File: config.mk
export PLATFORM = sky130hd
export DESIGN_NAME = triangle_weighted_moving_average
export DESIGN_NICKNAME = d
export VERILOG_FILES = /design/src/sv/twma_pkg.sv /design/src/sv/triangle_weighted_moving_average.sv /design/src/sv/twma_cell.sv /design/src/sv/twma_div.sv
export SDC_FILE = /design/constraint.sdc
export NUM_CORES = 2
export LEC_CHECK = 0
export BUFFER_PORTS_ARGS = -buffer_cell sky130_fd_sc_hd__buf_2
export CAP_MARGIN = 20
export CORE_UTILIZATION = 45
export CTS_BUF_LIST = sky130_fd_sc_hd__clkbuf_4
export DETAILED_ROUTE_END_ITERATION = 6
export GPL_TIMING_DRIVEN = 0
export PLACE_DENSITY = 0.71
export RECOVER_POWER = 25
export SKIP_LAST_GASP = 1
export SLEW_MARGIN = 5
export SYNTH_ARGS = -nofsm -noshare
export SYNTH_HDL_FRONTEND = slang
export SYNTH_SLANG_ARGS = --single-unit
export TNS_END_PERCENT = 30
File: constraint.sdc
create_clock -name i_clk -period 5.9 [get_ports i_clk]
set_input_delay 0.59 -clock i_clk [delete_from_list [all_inputs] [get_ports i_clk]]
set_output_delay 0.59 -clock i_clk [all_outputs]
set_load 0.01 [all_outputs]
File: src/sv/twma_pkg.sv
// Shared types and constants for the triangle-weighted moving average.
// No dependencies; the top level, the cell and the divider refer to this package by scoped names.
package twma_pkg;

    localparam int SAMPLE_W = 24;

    // Input operation codes, carried in the input tuser bit.
    typedef enum logic {
        OP_ADD   = 1'b0,
        OP_RESET = 1'b1
    } t_op;

    // Per-cycle command for every cell of the sample chain.
    typedef struct packed {
        logic shift;
        logic clear;
    } t_cell_ctrl;

endpackage

File: src/sv/triangle_weighted_moving_average.sv
// Triangle-weighted moving average: top level with the sample chain,
// the running and weighted sums, and the output register.
// Depends on twma_pkg, twma_cell and twma_div.
//
// Each request carries an op in tuser (0 add the sample in tdata, 1 reset the
// filter keeping only the newest sample) and yields one result: the rounded
// weighted average (newest sample weight WINDOW_SIZE, oldest weight 1,
// divided by W = WINDOW_SIZE*(WINDOW_SIZE+1)/2 with W/2 added first and the
// quotient truncated toward zero), the newest raw sample, and a window-full
// flag in tuser. Until the window has filled once since reset, the filtered
// value equals the raw sample. The samples sit in a chain of cells that
// shifts by one on every add; the oldest sample falls off the far end. One
// request at a time: after the accepting edge the request passes a start
// state and the constant divider, which takes three register stages
// (magnitude, two half-width reciprocal products, sum and shift); its result
// enters the output register once the slot is free, and only then can the
// next request be accepted. A finished result waits in the output register
// while the next request is taken; if it still waits when the next quotient
// is ready, hold that request's result back until the output slot frees.
module triangle_weighted_moving_average #(
    parameter int WINDOW_SIZE = 16
) (
    input  logic        i_clk,
    input  logic        i_rst_n,
    input  logic        i_s_axis_tvalid,
    output logic        o_s_axis_tready,
    input  logic [23:0] i_s_axis_tdata,   // [23:0] sample
    input  logic        i_s_axis_tuser,   // [0] op
    output logic        o_m_axis_tvalid,
    input  logic        i_m_axis_tready,
    output logic [47:0] o_m_axis_tdata,   // [23:0] filtered_value, [47:24] raw_value
    output logic        o_m_axis_tuser    // [0] window_full
);

    localparam int SW     = twma_pkg::SAMPLE_W;
    localparam int TOTAL  = WINDOW_SIZE * (WINDOW_SIZE + 1) / 2;
    localparam int SUM_W  = SW + $clog2(WINDOW_SIZE) + 1;
    localparam int WGT_W  = SW + $clog2(TOTAL) + 1;
    localparam int DVD_W  = WGT_W + 1;
    localparam int IDX_W  = (WINDOW_SIZE > 1) ? $clog2(WINDOW_SIZE) : 1;
    localparam logic [IDX_W-1:0] IDX_LAST = IDX_W'(WINDOW_SIZE - 1);
    localparam logic signed [WGT_W-1:0] N_WGT = WGT_W'(WINDOW_SIZE);
    localparam logic signed [DVD_W-1:0] HALF_W = DVD_W'(TOTAL / 2);

    typedef enum logic [2:0] {
        S_IDLE  = 3'b001,
        S_START = 3'b010,
        S_WAIT  = 3'b100
    } t_state;

    t_state r_state, n_state;

    // Sample chain
    logic signed [SW-1:0] w_cell [WINDOW_SIZE];
    logic signed [SW-1:0] w_head_in;
    twma_pkg::t_cell_ctrl w_head_ctrl, w_tail_ctrl;

    logic                    r_full, n_full;
    logic [IDX_W-1:0]        r_index, n_index;
    logic signed [SUM_W-1:0] r_running, n_running;
    logic signed [WGT_W-1:0] r_weighted, n_weighted;

    logic r_m_valid;
    logic [47:0] r_m_data;
    logic r_m_full;

    logic w_in_acc, w_is_reset, w_div_done, w_load;
    logic signed [SW-1:0]    w_new;
    logic signed [WGT_W-1:0] w_new_wgt;
    logic signed [DVD_W-1:0] w_dividend;
    logic signed [SW-1:0]    w_quotient;

    assign o_s_axis_tready = (r_state == S_IDLE);
    assign w_in_acc   = i_s_axis_tvalid && o_s_axis_tready;
    assign w_is_reset = (twma_pkg::t_op'(i_s_axis_tuser) == twma_pkg::OP_RESET);

    // On reset, re-insert the newest sample; on add, insert the new one.
    assign w_new     = w_is_reset ? w_cell[0] : $signed(i_s_axis_tdata);
    assign w_head_in = w_new;

    always_comb begin
        w_head_ctrl.shift = w_in_acc;
        w_head_ctrl.clear = 1'b0;
        w_tail_ctrl.shift = w_in_acc && !w_is_reset;
        w_tail_ctrl.clear = w_in_acc && w_is_reset;
    end

    twma_cell u_cell_head (
        .i_clk   (i_clk),
        .i_rst_n (i_rst_n),
        .i_ctrl  (w_head_ctrl),
        .i_data  (w_head_in),
        .o_data  (w_cell[0])
    );

    for (genvar k = 1; k < WINDOW_SIZE; k++) begin : g_chain
        twma_cell u_cell (
            .i_clk   (i_clk),
            .i_rst_n (i_rst_n),
            .i_ctrl  (w_tail_ctrl),
            .i_data  (w_cell[k-1]),
            .o_data  (w_cell[k])
        );
    end

    // Sum and index update for the accepted request
    always_comb begin
        w_new_wgt  = WGT_W'(w_new) * N_WGT;
        n_running  = r_running;
        n_weighted = r_weighted;
        n_index    = r_index;
        n_full     = r_full;
        if (w_in_acc) begin
            if (w_is_reset) begin
                n_running  = SUM_W'(w_new);
                n_weighted = w_new_wgt;
                n_index    = (WINDOW_SIZE == 1) ? '0 : IDX_W'(1);
                n_full     = (WINDOW_SIZE == 1);
            end else begin
                // drop the oldest sample, age every weight by one
                n_running  = r_running - SUM_W'(w_cell[WINDOW_SIZE-1]) + SUM_W'(w_new);
                n_weighted = r_weighted - WGT_W'(r_running) + w_new_wgt;
                if (r_index == IDX_LAST) begin
                    n_index = '0;
                    n_full  = 1'b1;
                end else begin
                    n_index = r_index + IDX_W'(1);
                end
            end
        end
    end

    always_ff @(posedge i_clk) begin
        if (!i_rst_n) begin
            r_running  <= '0;
            r_weighted <= '0;
            r_index    <= '0;
            r_full     <= 1'b0;
        end else begin
            r_running  <= n_running;
            r_weighted <= n_weighted;
            r_index    <= n_index;
            r_full     <= n_full;
        end
    end

    // Divider: rounded average of the updated weighted sum
    assign w_dividend = DVD_W'(r_weighted) + HALF_W;

    twma_div #(
        .DVD_W   (DVD_W),
        .DIVISOR (TOTAL)
    ) u_div (
        .i_clk      (i_clk),
        .i_rst_n    (i_rst_n),
        .i_start    (r_state == S_START),
        .i_dividend (w_dividend),
        .o_done     (w_div_done),
        .o_quotient (w_quotient)
    );

    // Load the output register once the quotient is ready and the slot is free.
    assign w_load = (r_state == S_WAIT) && w_div_done && (!r_m_valid || i_m_axis_tready);

    always_comb begin
        n_state = r_state;
        case (r_state)
            S_IDLE:  if (w_in_acc) n_state = S_START;
            S_START: n_state = S_WAIT;
            S_WAIT:  if (w_load) n_state = S_IDLE;
            default: n_state = S_IDLE;
        endcase
    end

    always_ff @(posedge i_clk) begin
        if (!i_rst_n) begin
            r_state   <= S_IDLE;
            r_m_valid <= 1'b0;
        end else begin
            r_state <= n_state;
            if (w_load) begin
                r_m_valid <= 1'b1;
            end else if (i_m_axis_tready) begin
                r_m_valid <= 1'b0;
            end
        end
    end

    always_ff @(posedge i_clk) begin
        if (w_load) begin
            r_m_data[23:0]  <= r_full ? w_quotient : w_cell[0];
            r_m_data[47:24] <= w_cell[0];
            r_m_full        <= r_full;
        end
    end

    assign o_m_axis_tvalid = r_m_valid;
    assign o_m_axis_tdata  = r_m_data;
    assign o_m_axis_tuser  = r_m_full;

endmodule

File: src/sv/twma_cell.sv
// One cell of the sample chain: holds one 24-bit sample.
// Depends on twma_pkg for the sample width and the cell command struct.
module twma_cell (
    input  logic                                i_clk,
    input  logic                                i_rst_n,
    input  twma_pkg::t_cell_ctrl                i_ctrl,
    input  logic signed [twma_pkg::SAMPLE_W-1:0] i_data,
    output logic signed [twma_pkg::SAMPLE_W-1:0] o_data
);

    logic signed [twma_pkg::SAMPLE_W-1:0] r_sample;

    always_ff @(posedge i_clk) begin
        if (!i_rst_n || i_ctrl.clear) begin
            r_sample <= '0;
        end else if (i_ctrl.shift) begin
            r_sample <= i_data;
        end
    end

    assign o_data = r_sample;

endmodule

File: src/sv/twma_div.sv
// Division of a signed dividend by a constant divisor, truncating toward zero,
// by reciprocal multiplication over three register stages.
// Depends on twma_pkg for the quotient width.
module twma_div #(
    parameter int DVD_W   = 34,
    parameter int DIVISOR = 136
) (
    input  logic                                 i_clk,
    input  logic                                 i_rst_n,
    input  logic                                 i_start,
    input  logic signed [DVD_W-1:0]              i_dividend,
    output logic                                 o_done,
    output logic signed [twma_pkg::SAMPLE_W-1:0] o_quotient
);

    localparam int SW    = twma_pkg::SAMPLE_W;
    // With RECIP = ceil(2^SHR / DIVISOR), floor(mag * RECIP / 2^SHR) is the exact
    // floor(mag / DIVISOR) for every magnitude below 2^DVD_W.
    localparam int SHR   = DVD_W + $clog2(DIVISOR);
    localparam int REC_W = DVD_W + 1;
    localparam int LO_W  = REC_W / 2;
    localparam int HI_W  = REC_W - LO_W;
    localparam int PRD_W = DVD_W + REC_W;
    localparam logic [63:0] RECIP64 =
        ((64'd1 << SHR) + 64'(DIVISOR) - 64'd1) / 64'(DIVISOR);
    localparam logic [LO_W-1:0] RECIP_LO = RECIP64[LO_W-1:0];
    localparam logic [HI_W-1:0] RECIP_HI = RECIP64[REC_W-1:LO_W];

    logic [DVD_W-1:0]      r_mag;
    logic                  r_neg;
    logic [DVD_W+LO_W-1:0] r_prod_lo;
    logic [DVD_W+HI_W-1:0] r_prod_hi;
    logic [SW-1:0]         r_qmag;
    logic                  r_stage1;
    logic                  r_stage2;
    logic                  r_done;
    logic [PRD_W-1:0]      w_prod;

    always_ff @(posedge i_clk) begin
        if (!i_rst_n) begin
            r_stage1 <= 1'b0;
            r_stage2 <= 1'b0;
            r_done   <= 1'b0;
        end else begin
            r_stage1 <= i_start;
            r_stage2 <= r_stage1;
            if (i_start) begin
                r_done <= 1'b0;
            end else if (r_stage2) begin
                r_done <= 1'b1;
            end
        end
    end

    always_ff @(posedge i_clk) begin
        if (i_start) begin
            // take the magnitude; the sign is restored on the way out
            r_neg <= i_dividend[DVD_W-1];
            r_mag <= i_dividend[DVD_W-1] ? $unsigned(-i_dividend) : $unsigned(i_dividend);
        end
        if (r_stage1) begin
            r_prod_lo <= (DVD_W+LO_W)'(r_mag) * (DVD_W+LO_W)'(RECIP_LO);
            r_prod_hi <= (DVD_W+HI_W)'(r_mag) * (DVD_W+HI_W)'(RECIP_HI);
        end
        if (r_stage2) begin
            r_qmag <= w_prod[SHR +: SW];
        end
    end

    assign w_prod     = PRD_W'(r_prod_lo) + {r_prod_hi, {LO_W{1'b0}}};
    assign o_quotient = r_neg ? $signed(-r_qmag) : $signed(r_qmag);
    assign o_done     = r_done;

endmodule

==> flow_metrics.py <==
metrics = {
    "outcome": {
        "outcome": "finished with violations",
        "violations": "capacitance limit, slew limit, setup timing",
    },
    "clock_tree": {
        "cts_sinks": 649,
        "cts_buffer_depth": 3,
        "htree_num_levels": 4,
        "cts.clk_slew.worst_paths_ns": 0.08,
        "clk_latency_ns": 1.08,
        "cts_buffers": 169,
        "cts_tree": "done",
        "root_buffer": "clkbuf_4",
    },
    "die": {
        "die_width_um": 325,
        "design.die.area_um2": 106000,
        "pin_count": 80,
        "fp-row-count": 118,
        "die_h_um": 325,
        "start_util_pct": 45.4,
        "core_area_um2": 104000,
    },
    "power": {
        "power.share.sequential_pct": 23.9,
        "power_density_nw_per_um2": 419,
        "power_mw": 22.5,
        "switching_power_mw": 9.53,
        "irDropWorstVdd_v": 0.000483,
        "leakagePower_nw": 22.4,
        "pwr-share-clk_pct": 17.4,
        "switching_share_pct": 42.4,
        "p_int_mw": 12.9,
        "p_comb_share_pct": 58.8,
    },
    "sta": {
        "fin_crit_ns": 6.46,
        "setup_violations": 34,
        "timing.fmax_ghz": 0.155,
        "hold_ws_ns": 0.0782,
        "setup-tns-final_ns": -7.99,
        "period_share_pct": 109,
        "max_slew_margin_pct": -140,
        "layout_setup_ws_ns": -0.560,
        "skew_ns": 0.0914,
        "grt_setup_unrepaired": "yes",
        "finalHoldViolations": 0,
        "tightest_slew_ns": 3.60,
        "slew_violations": 83,
    },
    "synth": {
        "synth_fp_nets": 5850,
        "synth_warnings": 0,
        "synthesis.instances": 5001,
        "async_reset_ff_share_pct": 0,
        "synth-main-ff-cell": "dfxtp_1",
        "synth_edf_count": 191,
        "avgSynthCellArea_um2": 9.41,
        "synth_seq_area_share_pct": 31.7,
        "netlist_area_um2": 47100,
        "synth_cell_types": 93,
        "synth-seq-cells": 649,
    },
    "setup_path": {
        "crit_top_cell": "fa_1",
        "required_ns": 6.66,
        "cp_cell_sequence": "buf_6 -> fa_1 -> inv_1 -> fa_1 -> inv_1 -> fa_1 -> inv_1 -> fa_1 -> fa_1 -> fa_1 -> inv_1 -> ha_4 -> nand2_4 -> nor3_4 -> nand3_2 -> o2111ai_2 -> a31oi_4 -> a31oi_4 -> a31oi_4 -> o311ai_4 -> a2111o_1 -> o211ai_1",
        "cp_data_arrival_time_ns": 7.22,
        "worst-setup-path-type": "reg -> reg",
        "crit_fanout": 4,
        "r2r_slack_ns": -0.56,
        "critPathLaunchType": "flop",
        "cp_slowest_stage_delay_ns": 0.60,
        "cp_num_buf_inv": 5,
        "cp_top_family": "adder cells",
        "r2r_end": "u_div.r_prod_hi[48]",
        "r2r_cells": 22,
        "cp_slowest_cell": "fa_1",
        "reg2reg_from": "u_div.r_mag[10]",
        "endpoint_kind": "flop",
    },
    "min_path": {
        "hold_start": "i_s_axis_tdata[1]",
        "holdPathStages": 3,
        "holdPathEnd": "u_cell_head.o_data[1]",
        "worstHoldPathType": "in -> reg",
    },
    "routing": {
        "ant_nets": 0,
        "routed_via_density": 5.42,
        "drt_iter0_drc": 3032,
        "remaining_drc_errors": 0,
        "avgRoutedWirePerCell_um": 19.5,
        "routed_wl_um": 135000,
        "drtPass1Iterations": 5,
        "vias": 37460,
    },
    "placement": {
        "dpl.hpwl_um": 102000,
        "portBuffers": 78,
        "pre_cts_ws_ns": -1.10,
        "placed_area_um2": 49500,
        "gp_congestion": 1.00,
        "placedCellCount": 6467,
    },
    "grt": {
        "grt_max_degree": 70,
        "antenna_found_initial": 4,
        "gr-total-overflow": 0,
        "grt_pass1_vias": 37809,
        "track_usage_pct": 25.1,
        "grt_pass1_wl_um": 208000,
    },
    "layout": {
        "area_growth_pct": 14.0,
        "final_common_cell": "inv_1",
        "fin_nets": 6254,
        "final_cell_mix": "inv_1, a21oi_1, nand2_1",
        "drive_gt1_share_pct": 12.6,
        "fin_cells": 6917,
        "final_util_pct": 51.8,
        "num-fill-cells": 9316,
        "postLayoutCellArea_um2": 53600,
    },
    "flow_run": {
        "drv_cap": 2,
    },
}
## timing repair
action | 4_1_cts | 5_1_grt
pin swaps | 109 | 89
endpoints found under the hold margin | 3 | 0
setup buffers | 114 | 39
setup endpoints to repair | 50 | 42
hold buffers | 3 | 0
resized for setup | 125 | 81
## Yosys cell counts (all sizes together) (8+ instances only)
cell type	number	share of area (%)
nand2b	14	0.19
and3	25	0.35
or3	13	0.18
o21a	18	0.29
a31oi	36	0.56
nand4	27	0.37
nor3	41	0.45
a21o	79	1.3
nor4	14	0.21
xor2	83	1.5
o22ai	8	0.11
a211oi	46	0.73
ha	443	12
o21ai	134	1.4
a21oi	545	5.8
nand3	49	0.52
fa	377	16
edfxtp	191	12
mux2	11	0.26
nand3b	369	5.9
buf	17	0.23
xnor2	163	3.1
a221oi	12	0.24
o31ai	18	0.30
dfxtp	458	19
nor2	156	1.2
o211ai	21	0.33
clkbuf	214	1.7
nor2b	22	0.29
inv	737	5.9
nand2	505	4.0
o21bai	26	0.41
mux2i	30	0.64
## metal layers
metal	GRT usage [%]	routed length, um	part of all wire, %
met5	0	0	0
met2	41.5	63800	47
met3	4.57	8800	6.5
met1	30.8	54100	40
met4	14.5	8500	6.3
## tightest hold or removal path: cells and delay by family
family,cells,cell delay [ns]
buf+inv,1,0.10
compound gates,1,0.23
mux,1,0.16
## flip-flops by register name (all words and copies together), names as in the netlist
register	cells
r_full	1
r_running	29
u_div.r_neg	1
u_div.r_prod_hi	49
g_chain.u_cell.o_data	360
o_m_axis_tdata	48
r_index	4
u_div.r_qmag	24
r_state	3
r_weighted	33
u_div.r_prod_lo	34
o_m_axis_tuser	1
u_cell_head.o_data	24
u_div.r_stage1	1
u_div.r_mag	34
u_div.r_stage2	1
u_div.o_done	1
o_m_axis_tvalid	1
## power by group through the flow
| stage | logic (mW) | registers [mW] | clock network (mW) |
|---|---|---|---|
| 2_1_floorplan | 8.31 | 5.37 | 0 |
| 3_3_place_gp | 10.6 | 5.47 | 0 |
| 3_5_place_dp | 10.8 | 5.47 | 0 |
| 4_1_cts | 12.2 | 5.35 | 3.98 |
| 5_1_grt | 14.5 | 5.36 | 4.23 |
| 6_report | 13.2 | 5.36 | 3.90 |
## cell type report
class	count	area (um^2)	area share, %
tap	1380	1730	3.22
antenna	10	25.0	0.0467
clock buffer	244	1830	3.41
clock inverter	49	260	0.485
timing repair buffer	237	1640	3.06
buffer	227	907	1.69
inverter	737	2770	5.17
sequential	649	14900	27.8
multi-input combinational	3384	29600	55.1
## worst max-delay path by stage
stage,slack [ns],end,startpoint,depth (start not counted)
3_3_place_gp,-1.08,u_div.r_prod_hi[41],u_div.r_mag[8],20
2_1_floorplan,-0.02,u_div.r_prod_hi[41],u_div.r_mag[8],21
6_report,-0.56,u_div.r_prod_hi[48],u_div.r_mag[10],22
5_1_grt,-0.69,u_div.r_prod_hi[48],u_div.r_mag[10],22
3_5_place_dp,-1.10,u_div.r_prod_hi[41],u_div.r_mag[8],20
4_1_cts,-0.34,u_div.r_prod_hi[47],u_div.r_mag[5],21
## kinds of logic after synthesis
group	after synthesis	synth area share [%]
simple gates	1266	14.3
compound gates	1010	12.9
buf+inv	968	7.84
fa+ha+maj	820	27.8
flops	649	31.7
xor+xnor	246	4.61
mux	41	0.901
other cells	1	0.00797
Power figures use the tool's default switching activity.
